File: config.mk
export PLATFORM = sky130hd
export DESIGN_NAME = modular_exponentiation_top_flat
export DESIGN_NICKNAME = d
export VERILOG_FILES = /design/src/rtl/mexp_pkg.sv /design/src/rtl/mexp_ifs.sv /design/src/rtl/mexp_mulmod.sv /design/src/rtl/modular_exponentiation_top.sv /design/src/flat_wrapper.sv
export SDC_FILE = /design/constraint.sdc
export NUM_CORES = 2
export LEC_CHECK = 0
export ABC_AREA = 1
export BUFFER_PORTS_ARGS = -buffer_cell sky130_fd_sc_hd__buf_2
export CAP_MARGIN = 20
export CORE_MARGIN = 5
export CORE_UTILIZATION = 25
export DETAILED_ROUTE_END_ITERATION = 10
export PLACE_DENSITY_LB_ADDON = 0.08
export SYNTH_ARGS = -nofsm -noshare
export SYNTH_HDL_FRONTEND = slang
export SYNTH_SLANG_ARGS = --single-unit
File: constraint.sdc
create_clock -name clk -period 7.1 [get_ports clk]
set_input_delay 1.42 -clock clk [delete_from_list [all_inputs] [get_ports clk]]
set_output_delay 1.42 -clock clk [all_outputs]
set_load 0.05 [all_outputs]
File: src/rtl/mexp_pkg.sv
// shared widths, types and unit request/status structs for modular exponentiation
package mexp_pkg;

	localparam int unsigned OPERAND_WIDTH = 32;
	localparam int unsigned PROD_WIDTH    = 2 * OPERAND_WIDTH;
	localparam int unsigned CNT_WIDTH     = $clog2(PROD_WIDTH);

	typedef logic [OPERAND_WIDTH-1:0] operand_t;
	typedef logic [PROD_WIDTH-1:0]    product_t;

	// request to the shared modular multiply unit
	typedef struct packed {
		logic     start;
		operand_t a;
		operand_t b;
		operand_t m;
	} mm_req_t;

	// status back from the shared modular multiply unit
	typedef struct packed {
		logic     busy;
		logic     done;
		operand_t rem;
	} mm_stat_t;

endpackage

File: src/rtl/mexp_ifs.sv
// valid/ready channel interfaces for operand and result transactions

interface mexp_in_if;
	logic                valid;
	logic                ready;
	mexp_pkg::operand_t  base_value;
	mexp_pkg::operand_t  exponent_value;
	mexp_pkg::operand_t  modulus_value;

	modport source (output valid, output base_value, output exponent_value,
		output modulus_value, input ready);
	modport sink (input valid, input base_value, input exponent_value,
		input modulus_value, output ready);
endinterface

interface mexp_out_if;
	logic                valid;
	logic                ready;
	mexp_pkg::operand_t  power_result;
	logic                zero_modulus_error;

	modport source (output valid, output power_result, output zero_modulus_error,
		input ready);
	modport sink (input valid, input power_result, input zero_modulus_error,
		output ready);
endinterface

File: src/rtl/mexp_mulmod.sv
// shared modular multiply unit: one full product, then bit-serial restoring remainder
module mexp_mulmod (
	input  logic               clk,
	input  logic               arst_n,
	input  mexp_pkg::mm_req_t  req,
	output mexp_pkg::mm_stat_t stat
);

	localparam logic [1:0] MM_IDLE = 2'd0;
	localparam logic [1:0] MM_MUL  = 2'd1;
	localparam logic [1:0] MM_RED  = 2'd2;

	localparam int unsigned W = mexp_pkg::OPERAND_WIDTH;
	localparam int unsigned P = mexp_pkg::PROD_WIDTH;

	logic [1:0]                          state_q;
	logic                                done_q;
	logic [mexp_pkg::CNT_WIDTH-1:0]      cnt_q;
	mexp_pkg::operand_t                  a_q;
	mexp_pkg::operand_t                  b_q;
	mexp_pkg::operand_t                  m_q;
	mexp_pkg::product_t                  prod_q;
	mexp_pkg::operand_t                  rem_q;

	mexp_pkg::product_t                  mul_full;
	logic [W:0]                          shifted;
	logic [W:0]                          diff;
	mexp_pkg::operand_t                  rem_next;

	// full double-width product
	assign mul_full = P'(a_q) * P'(b_q);

	// one restoring remainder step: bring in next product bit, subtract if it fits
	assign shifted  = {rem_q, prod_q[P-1]};
	assign diff     = shifted - {1'b0, m_q};
	assign rem_next = diff[W] ? shifted[W-1:0] : diff[W-1:0];

	// sequencer
	always_ff @(posedge clk or negedge arst_n) begin
		if (!arst_n) begin
			state_q <= MM_IDLE;
			done_q  <= 1'b0;
			cnt_q   <= '0;
		end else begin
			done_q <= 1'b0;
			case (state_q)
				MM_IDLE: begin
					if (req.start) begin
						state_q <= MM_MUL;
					end
				end
				MM_MUL: begin
					cnt_q   <= mexp_pkg::CNT_WIDTH'(P - 1);
					state_q <= MM_RED;
				end
				MM_RED: begin
					cnt_q <= cnt_q - 1'b1;
					if (cnt_q == '0) begin
						state_q <= MM_IDLE;
						done_q  <= 1'b1;
					end
				end
				default: begin
					state_q <= MM_IDLE;
				end
			endcase
		end
	end

	// datapath
	always_ff @(posedge clk) begin
		case (state_q)
			MM_IDLE: begin
				if (req.start) begin
					a_q <= req.a;
					b_q <= req.b;
					m_q <= req.m;
				end
			end
			MM_MUL: begin
				prod_q <= mul_full;
				rem_q  <= '0;
			end
			MM_RED: begin
				rem_q  <= rem_next;
				prod_q <= {prod_q[P-2:0], 1'b0};
			end
			default: begin
			end
		endcase
	end

	assign stat.busy = (state_q != MM_IDLE);
	assign stat.done = done_q;
	assign stat.rem  = rem_q;

endmodule

File: src/rtl/modular_exponentiation_top.sv
// modular exponentiation top: square-and-multiply sequencer around the shared mulmod unit
// one modular product: launch, multiply, 64 remainder steps, done
// an item reduces the base, then per exponent bit multiplies it into the accumulator
//   if the bit is set and squares the base; the result is registered from the final state
// a zero modulus goes straight to the final state; one item in flight, output stalls hold that state
// a new transaction is accepted only once the sequencer returns to idle
// reset: arst_n asynchronously clears sequencer, unit state and the output valid flag
module modular_exponentiation_top (
	input  logic  clk,
	input  logic  arst_n,
	mexp_in_if.sink    operands,
	mexp_out_if.source results
);

	localparam logic [3:0] ST_IDLE  = 4'd0;
	localparam logic [3:0] ST_BASE  = 4'd1;
	localparam logic [3:0] ST_WBASE = 4'd2;
	localparam logic [3:0] ST_CHECK = 4'd3;
	localparam logic [3:0] ST_ACC   = 4'd4;
	localparam logic [3:0] ST_WACC  = 4'd5;
	localparam logic [3:0] ST_SQ    = 4'd6;
	localparam logic [3:0] ST_WSQ   = 4'd7;
	localparam logic [3:0] ST_FIN   = 4'd8;

	logic [3:0]          state_q;
	logic                out_valid_q;
	mexp_pkg::operand_t  base_q;
	mexp_pkg::operand_t  expo_q;
	mexp_pkg::operand_t  mod_q;
	mexp_pkg::operand_t  acc_q;
	logic                err_q;
	mexp_pkg::operand_t  out_result_q;
	logic                out_err_q;

	logic                accept;
	logic                out_free;
	mexp_pkg::mm_req_t   mm_req;
	mexp_pkg::mm_stat_t  mm_stat;

	assign operands.ready = (state_q == ST_IDLE);
	assign accept         = operands.valid && operands.ready;
	assign out_free       = !out_valid_q || results.ready;

	// operand select for the shared unit
	always_comb begin
		mm_req.start = (state_q == ST_BASE) || (state_q == ST_ACC) || (state_q == ST_SQ);
		mm_req.a     = (state_q == ST_ACC) ? acc_q : base_q;
		mm_req.b     = (state_q == ST_BASE) ? mexp_pkg::operand_t'(1) : base_q;
		mm_req.m     = mod_q;
	end

	mexp_mulmod u_mulmod (
		.clk    (clk),
		.arst_n (arst_n),
		.req    (mm_req),
		.stat   (mm_stat)
	);

	// sequencer
	always_ff @(posedge clk or negedge arst_n) begin
		if (!arst_n) begin
			state_q     <= ST_IDLE;
			out_valid_q <= 1'b0;
		end else begin
			if (state_q == ST_FIN && out_free) begin
				out_valid_q <= 1'b1;
			end else if (results.ready) begin
				out_valid_q <= 1'b0;
			end
			case (state_q)
				ST_IDLE: begin
					if (accept) begin
						state_q <= (operands.modulus_value == '0) ? ST_FIN : ST_BASE;
					end
				end
				ST_BASE: state_q <= ST_WBASE;
				ST_WBASE: begin
					if (mm_stat.done) begin
						state_q <= ST_CHECK;
					end
				end
				ST_CHECK: begin
					if (expo_q == '0) begin
						state_q <= ST_FIN;
					end else if (expo_q[0]) begin
						state_q <= ST_ACC;
					end else begin
						state_q <= ST_SQ;
					end
				end
				ST_ACC: state_q <= ST_WACC;
				ST_WACC: begin
					if (mm_stat.done) begin
						state_q <= ST_SQ;
					end
				end
				ST_SQ: state_q <= ST_WSQ;
				ST_WSQ: begin
					if (mm_stat.done) begin
						state_q <= ST_CHECK;
					end
				end
				ST_FIN: begin
					if (out_free) begin
						state_q <= ST_IDLE;
					end
				end
				default: begin
					state_q <= ST_IDLE;
				end
			endcase
		end
	end

	// working registers and output register
	always_ff @(posedge clk) begin
		case (state_q)
			ST_IDLE: begin
				if (accept) begin
					base_q <= operands.base_value;
					expo_q <= operands.exponent_value;
					mod_q  <= operands.modulus_value;
					err_q  <= (operands.modulus_value == '0);
					acc_q  <= (operands.modulus_value == '0) ? '0 : mexp_pkg::operand_t'(1);
				end
			end
			ST_WBASE: begin
				if (mm_stat.done) begin
					base_q <= mm_stat.rem;
				end
			end
			ST_WACC: begin
				if (mm_stat.done) begin
					acc_q <= mm_stat.rem;
				end
			end
			ST_WSQ: begin
				if (mm_stat.done) begin
					base_q <= mm_stat.rem;
					expo_q <= {1'b0, expo_q[mexp_pkg::OPERAND_WIDTH-1:1]};
				end
			end
			ST_FIN: begin
				if (out_free) begin
					out_result_q <= acc_q;
					out_err_q    <= err_q;
				end
			end
			default: begin
			end
		endcase
	end

	assign results.valid              = out_valid_q;
	assign results.power_result       = out_result_q;
	assign results.zero_modulus_error = out_err_q;

	// unit is never started while still working
	assert property (@(posedge clk) disable iff (!arst_n)
		mm_req.start |-> !mm_stat.busy)
		else $error("mulmod started while busy");

	// unit completion only seen while the sequencer waits for it
	assert property (@(posedge clk) disable iff (!arst_n)
		mm_stat.done |-> (state_q == ST_WBASE || state_q == ST_WACC || state_q == ST_WSQ))
		else $error("mulmod done outside a wait state");

	// block stops taking transactions right after one is accepted
	assert property (@(posedge clk) disable iff (!arst_n)
		accept |=> !operands.ready)
		else $error("accepted a second transaction while busy");

	// a flagged zero modulus always carries a zero result
	assert property (@(posedge clk) disable iff (!arst_n)
		(results.valid && results.zero_modulus_error) |-> (results.power_result == '0))
		else $error("zero modulus result not zero");

endmodule
File: src/flat_wrapper.sv
// flat-port wrapper written by rule: the top's interface ports become plain ports
module modular_exponentiation_top_flat 
  (clk, arst_n, operands_valid, operands_base_value, operands_exponent_value, operands_modulus_value, operands_ready, results_valid, results_power_result, results_zero_modulus_error, results_ready);
  mexp_in_if operands_i ();
  mexp_out_if results_i ();
  input  logic clk;
  input  logic arst_n;
  input wire logic [$bits(operands_i.valid)-1:0] operands_valid;
  input wire logic [$bits(operands_i.base_value)-1:0] operands_base_value;
  input wire logic [$bits(operands_i.exponent_value)-1:0] operands_exponent_value;
  input wire logic [$bits(operands_i.modulus_value)-1:0] operands_modulus_value;
  output wire logic [$bits(operands_i.ready)-1:0] operands_ready;
  output wire logic [$bits(results_i.valid)-1:0] results_valid;
  output wire logic [$bits(results_i.power_result)-1:0] results_power_result;
  output wire logic [$bits(results_i.zero_modulus_error)-1:0] results_zero_modulus_error;
  input wire logic [$bits(results_i.ready)-1:0] results_ready;
  assign operands_i.valid = operands_valid;
  assign operands_i.base_value = operands_base_value;
  assign operands_i.exponent_value = operands_exponent_value;
  assign operands_i.modulus_value = operands_modulus_value;
  assign operands_ready = operands_i.ready;
  assign results_valid = results_i.valid;
  assign results_power_result = results_i.power_result;
  assign results_zero_modulus_error = results_i.zero_modulus_error;
  assign results_i.ready = results_ready;
  modular_exponentiation_top u_core (.clk(clk), .arst_n(arst_n), .operands(operands_i), .results(results_i));
endmodule
### Yosys cells after proc, flatten, opt, wreduce, memory -nomap -nowiden

Cells that the tools add are included.

| storage, ports and cells | value |
|---|---|
| register bits after elaboration | 368 |
| input bits | 100 |
| output and inout port bits | 35 |
| word-level logic and storage cells | 91 |

| operators by class | value |
|---|---|
| $add $sub $neg | 2 |
| $mul | 1 |
| equal/unequal tests | 17 |
| multiplexer cells | 29 |
| reduce and logical (&&, ||, !) cells | 25 |

Operator list:

| kind | count |
|---|---|
| $pmux W32 S2 | 4 |
| $mux W32 | 7 |
| $pmux W64 S2 | 1 |
| $logic_not A32 Y1 | 2 |
| $mul A32 B32 Y64 | 1 |
| $sub A33 B32 Y33 | 1 |
| $pmux W4 S8 | 1 |
| $mux W4 | 6 |
| $eq A4 B3 Y1 const B | 4 |
| $pmux W6 S2 | 1 |
| $reduce_bool A2 Y1 | 5 |
| $reduce_and A3 Y1 | 3 |
| $eq A4 B2 Y1 const B | 2 |
| $ne A2 B2 Y1 const B | 4 |
| $reduce_and A2 Y1 | 4 |
| $logic_not A6 Y1 | 1 |
| $mux W2 | 3 |
| $ne A2 B1 Y1 const B | 3 |
| $pmux W2 S3 | 1 |
| $sub A6 B1 Y6 const B | 1 |
| $mux W1 | 5 |
| $eq A4 B1 Y1 const B | 1 |
| $eq A4 B4 Y1 const B | 1 |
| $logic_not A4 Y1 | 1 |
| 8 further kinds | 11 |

### Longest topological paths before layout

| logic depth | value |
|---|---|
| depth in word-level cells | 5 |
| mapped depth | 31 |
| mapped depth without buffers | 30 |

### Hierarchy

A second synthesis with hierarchy kept.

| second synthesis, totals | value |
|---|---|
| cells, all modules | 6675 |
| area, all modules | 53043.4 um^2 |

Modules (own cells, without submodules):

| module | times used | cells each | area each (um^2) | sequential area each (um^2) |
|---|---|---|---|---|
| mexp_mulmod | 1 | 6025 | 45927.8 | 5990.7 |
| modular_exponentiation_top | 1 | 650 | 7115.6 | 4989.8 |

### Worst setup path before layout

OpenSTA, ideal clock, no wires.

| path | value |
|---|---|
| kind | reg-to-reg |
| start point | register u_core.u_mulmod.a_q[31] |
| end point | register u_core.u_mulmod.prod_q[62] (data pin) |
| library setup time | 254 ps |
| arrival | 6213 ps |
| required time | 6846 ps |
| slack | 634 ps |
| stages on the path, launching flop included | 28 |
| buffers on the path | 1 |
| period minus slack after synthesis | 6466 ps |
| cell sequence | edfxtp_1 clkbuf_1 nand2_1 fa_1 inv_1 fa_1 fa_1 inv_1 fa_1 inv_1 fa_1 fa_1 fa_1 inv_1 fa_1 inv_1 ha_1 nand2_1 nor2_1 inv_1 nor3_1 nand2_1 nor3_1 nand2_1 nand2_1 nand2_1 nand3_1 nand2_1 |

| on the way | value |
|---|---|
| longest elaborated chain between the ends | 2 |

RTL lines:

| item | RTL line | text |
|---|---|---|
| start, declared | mexp_mulmod.sv:19 | `mexp_pkg::operand_t a_q;` |
| start signal, assigned | mexp_mulmod.sv:75 | `a_q <= req.a;` |
| $mul A32 B32 Y64 | mexp_mulmod.sv:31 | `assign mul_full = P'(a_q) * P'(b_q);` |
| $pmux W64 S2 | mexp_mulmod.sv:72 | `case (state_q)` |
| end signal, assigned | mexp_mulmod.sv:81 | `prod_q <= mul_full;` |
| end signal, assigned | mexp_mulmod.sv:86 | `prod_q <= {prod_q[P-2:0], 1'b0};` |
| end, declared | mexp_mulmod.sv:22 | `mexp_pkg::product_t prod_q;` |

No other way between the ends.
A chain may end at the register's enable or synchronous reset.

### Worst setup path in the final report

| path | value |
|---|---|
| start point | register u_core.u_mulmod.a_q[18] |
| end point | register u_core.u_mulmod.prod_q[54] (data pin) |

Same word-level chain as after synthesis.

==> flow_summary_export.csv <==
group,metric,value,unit
status,status,"completed",
yosys,synth_top_area_share,34.0,%
sta,relSlewSlack,32.1,%
setup_path,max_stage_delay,610,ps
clock_tree,cts_tree,"done",
sta,report.final.slew_viol_count,0,
die,die_w,469,um
layout,fin_nets,8278,
clock_tree,root_buffer,"clkbuf_16",
sta,setup_tns,0,ps
yosys,syn_inst,6603,
die,die_area,220000,um^2
sta,setup_viol,0,
global_routing,grt_first_pass_wirelength,287000,um
sta,holdWs,414,ps
place,place_congestion,0.863,
global_routing,grt_pass1_vias,43736,
die,io_pins,135,
sta,fin_crit,6990,ps
clock_tree,cts_buffer_depth,3,
place,io_buffers,134,
clock_tree,clock_sinks,368,
clock_tree,cts_buffers,47,
setup_path,start_kind,"flip-flop",
global_routing,grt_usage,17.2,%
yosys,ys_seq_area_share,20.8,%
route,drc,0,
power,power,4.99,mW
yosys,netlist_top_cells_area,"fa_1 34%, edfxtp_1 20%, nand2_1 14%",
die,rows,168,
yosys,yosys-top-cells-count,"1959 x nand2_1, 1946 x inv_1, 897 x fa_1, 354 x edfxtp_1, 337 x nor2_1",
die,die_h,469,um
setup_path,required,7480,ps
yosys,yosysWarningCount,0,
yosys,ys.flop_type,"edfxtp_1",
place,dpl-instance-area,60000,um^2
route,drt_pass1_iterations,5,
die,start_util,25.1,%
yosys,ys_ff_latch,368,
setup_path,crit_path_end_kind,"flip-flop",
sta,rsz0062_at_grt,"yes",
route,vias,40482,
route,drtAntennaViolNets,0,
setup_path,crit_fanout,8,
layout,area.growth.synth_to_final,19.9,%
route,via_per_inst,4.12,
route,wirelength,191000,um
layout,postLayoutCellArea,63200,um^2
sta,finalClockSkew,42.4,ps
yosys,synth_edf_count,354,
sta,period_share,98.4,%
setup_path,worst_ep_arrival_time,7370,ps
yosys,synthDistinctLibCells,42,
power,p_leak,34.3,nW
sta,finalHoldViolations,0,
clock_tree,postCtsHoldBufs,0,
yosys,syn_nets,7900,
yosys,netlist.top_cell.by_area,"fa_1",
yosys,avgSynthCellArea,7.99,um^2
clock_tree,htree_num_levels,2,
sta,fmax,143,MHz
route,first_iter_violations,2003,
power,ir_worst_vdd,154,uV
die,core_area,210000,um^2
yosys,async_reset_ff_share,3.80,%
clock_tree,clk_latency,650,ps
clock_tree,clk_pin_slew,70,ps
place,dpl_worst_slack,-365,ps
sta,layout_setup_ws,110,ps
setup_path,critical_path_class,"flip-flop to flip-flop",
global_routing,antenna_found_initial,9,
global_routing,grt-ovfl-total,0,
layout,drive_above_1_share,14.2,%
yosys,synth_area,52700,um^2
global_routing,grt_start_max_net_pins,78,
route,wl_per_cell,19.4,um
sta,tightest_slew,1020,ps
setup_path,critPathSlowestCell,"fa_2",
yosys,yosysMostFrequentCell,"nand2_1",
flow_run,maxCapViolCount,0,
place,hpwl,161000,um
worst_hold_path,hp-class,"flip-flop to flip-flop",
power,power_density,78.9,nW/um^2
## layout by cell type, fill, tap and decap left out, drive strengths merged
| master | synthesis | routed |
|---|---|---|
| a21boi | 2 | 2 |
| a21o | 1 | 1 |
| a21oi | 118 | 118 |
| a31oi | 1 | 1 |
| a32o | 1 | 1 |
| and2 | 5 | 5 |
| buf | 20 | 564 |
| bufinv | 0 | 7 |
| clkbuf | 220 | 63 |
| clkinv | 0 | 16 |
| clkinvlp | 0 | 5 |
| dfrtp | 14 | 14 |
| diode | 0 | 3 |
| edfxtp | 354 | 354 |
| fa | 897 | 897 |
| ha | 300 | 300 |
| inv | 1957 | 1959 |
| nand2 | 1972 | 1972 |
| nand2b | 1 | 1 |
| nand3 | 152 | 152 |
| nand3b | 6 | 6 |
| nand4 | 21 | 21 |
| nor2 | 357 | 357 |
| nor3 | 23 | 23 |
| nor4 | 9 | 9 |
| o21ai | 114 | 114 |
| o21bai | 16 | 16 |
| o22ai | 3 | 3 |
| o31ai | 1 | 1 |
| or2 | 5 | 5 |
| xnor2 | 23 | 23 |
| xor2 | 10 | 10 |
## cell families (layout without fill, tap and decap cells)
kind of cell             after synthesis  in the layout  synth area share (%)
AND/OR/NAND/NOR                     2551           2551                  19.1
buffers and inverters               2197           2614                  15.7
AO/OA/AOI/OAI                        257            257                  2.61
adder cells (fa/ha/maj)             1197           1197                  41.2
flip-flops                           368            368                  20.8
XOR/XNOR                              33             33                 0.548
other                                  0              3                     0
## where the power goes
group	switching, mW	internal, mW	leakage (nW)
clock network	1.11	1.49	0.755
registers	0.0000000000000000152	2.35	3.21
logic	0.0236	0.0235	30.3
## sequential cells by signal, summed over array words and instances, names as in the netlist
| register | flops |
|---|---|
| u_core.results.zero_modulus_error | 1 |
| u_core.u_mulmod.cnt_q | 6 |
| u_core.u_mulmod.b_q | 32 |
| u_core.acc_q | 32 |
| u_core.u_mulmod.a_q | 32 |
| u_core.u_mulmod.done_q | 1 |
| u_core.base_q | 32 |
| u_core.u_mulmod.rem_q | 32 |
| u_core.results.valid | 1 |
| u_core.results.power_result | 32 |
| u_core.u_mulmod.state_q | 2 |
| u_core.u_mulmod.prod_q | 64 |
| u_core.expo_q | 32 |
| u_core.u_mulmod.m_q | 32 |
| u_core.mod_q | 32 |
| u_core.err_q | 1 |
| u_core.state_q | 4 |
## critical path, delay by kind of cell (launching register included)
family | cells | cell delay, ps
fa+ha+maj | 9 | 4370
buf+inv | 8 | 960
flops | 1 | 460
simple gates | 10 | 930
## timing repair
item                                    4_1_cts  5_1_grt
endpoints found under the setup margin       35       45
setup buffers                                 3       14
resized for setup                            76      277
gates cloned                                  1        5
pin swaps                                    15       90
## metrics by stage
step / instances / utilization (%)
detailed placement: 9715 / 28.6
global placement: 9714 / 28.6
global route: 9825 / 30.1
CTS: 9807 / 29.6
floorplan: 6603 / -
finish: 9828 / 30.1
## routing by layer
layer	wire (um)	vias up	track usage [%]	part of all wire, %
met5	0	-	0	0
met4	4040	0	3.17	2.1
met3	5070	117	1.43	2.7
met2	91200	588	29.4	48
met1	90500	20126	24.0	47
li1	-	19651	-	-
## worst paths after layout
kind                                         start                         end  slack, ps  depth (start not counted)
max in group asynchronous                   arst_n    u_core.u_mulmod.cnt_q[5]       6120                          1
max                        u_core.u_mulmod.a_q[18]  u_core.u_mulmod.prod_q[54]        110                         27
min                               u_core.mod_q[15]     u_core.u_mulmod.m_q[15]        410                          0
min in group asynchronous                   arst_n           u_core.state_q[2]        700                          1
min reg2reg                       u_core.mod_q[15]     u_core.u_mulmod.m_q[15]        410                          0
max reg2reg                u_core.u_mulmod.a_q[18]  u_core.u_mulmod.prod_q[54]        110                         27
## cell type report
| cell class | instances | area [um^2] |
|---|---|---|
| sequential | 368 | 11000 |
| clock buffer | 58 | 1220 |
| fill | 22915 | 147000 |
| multi-input combinational | 4038 | 34800 |
| timing repair buffer | 569 | 4980 |
| clock inverter | 30 | 375 |
| inverter | 1957 | 7350 |
| tap | 2805 | 3510 |
| antenna | 3 | 7.51 |
(Power assumes the default switching activity.)
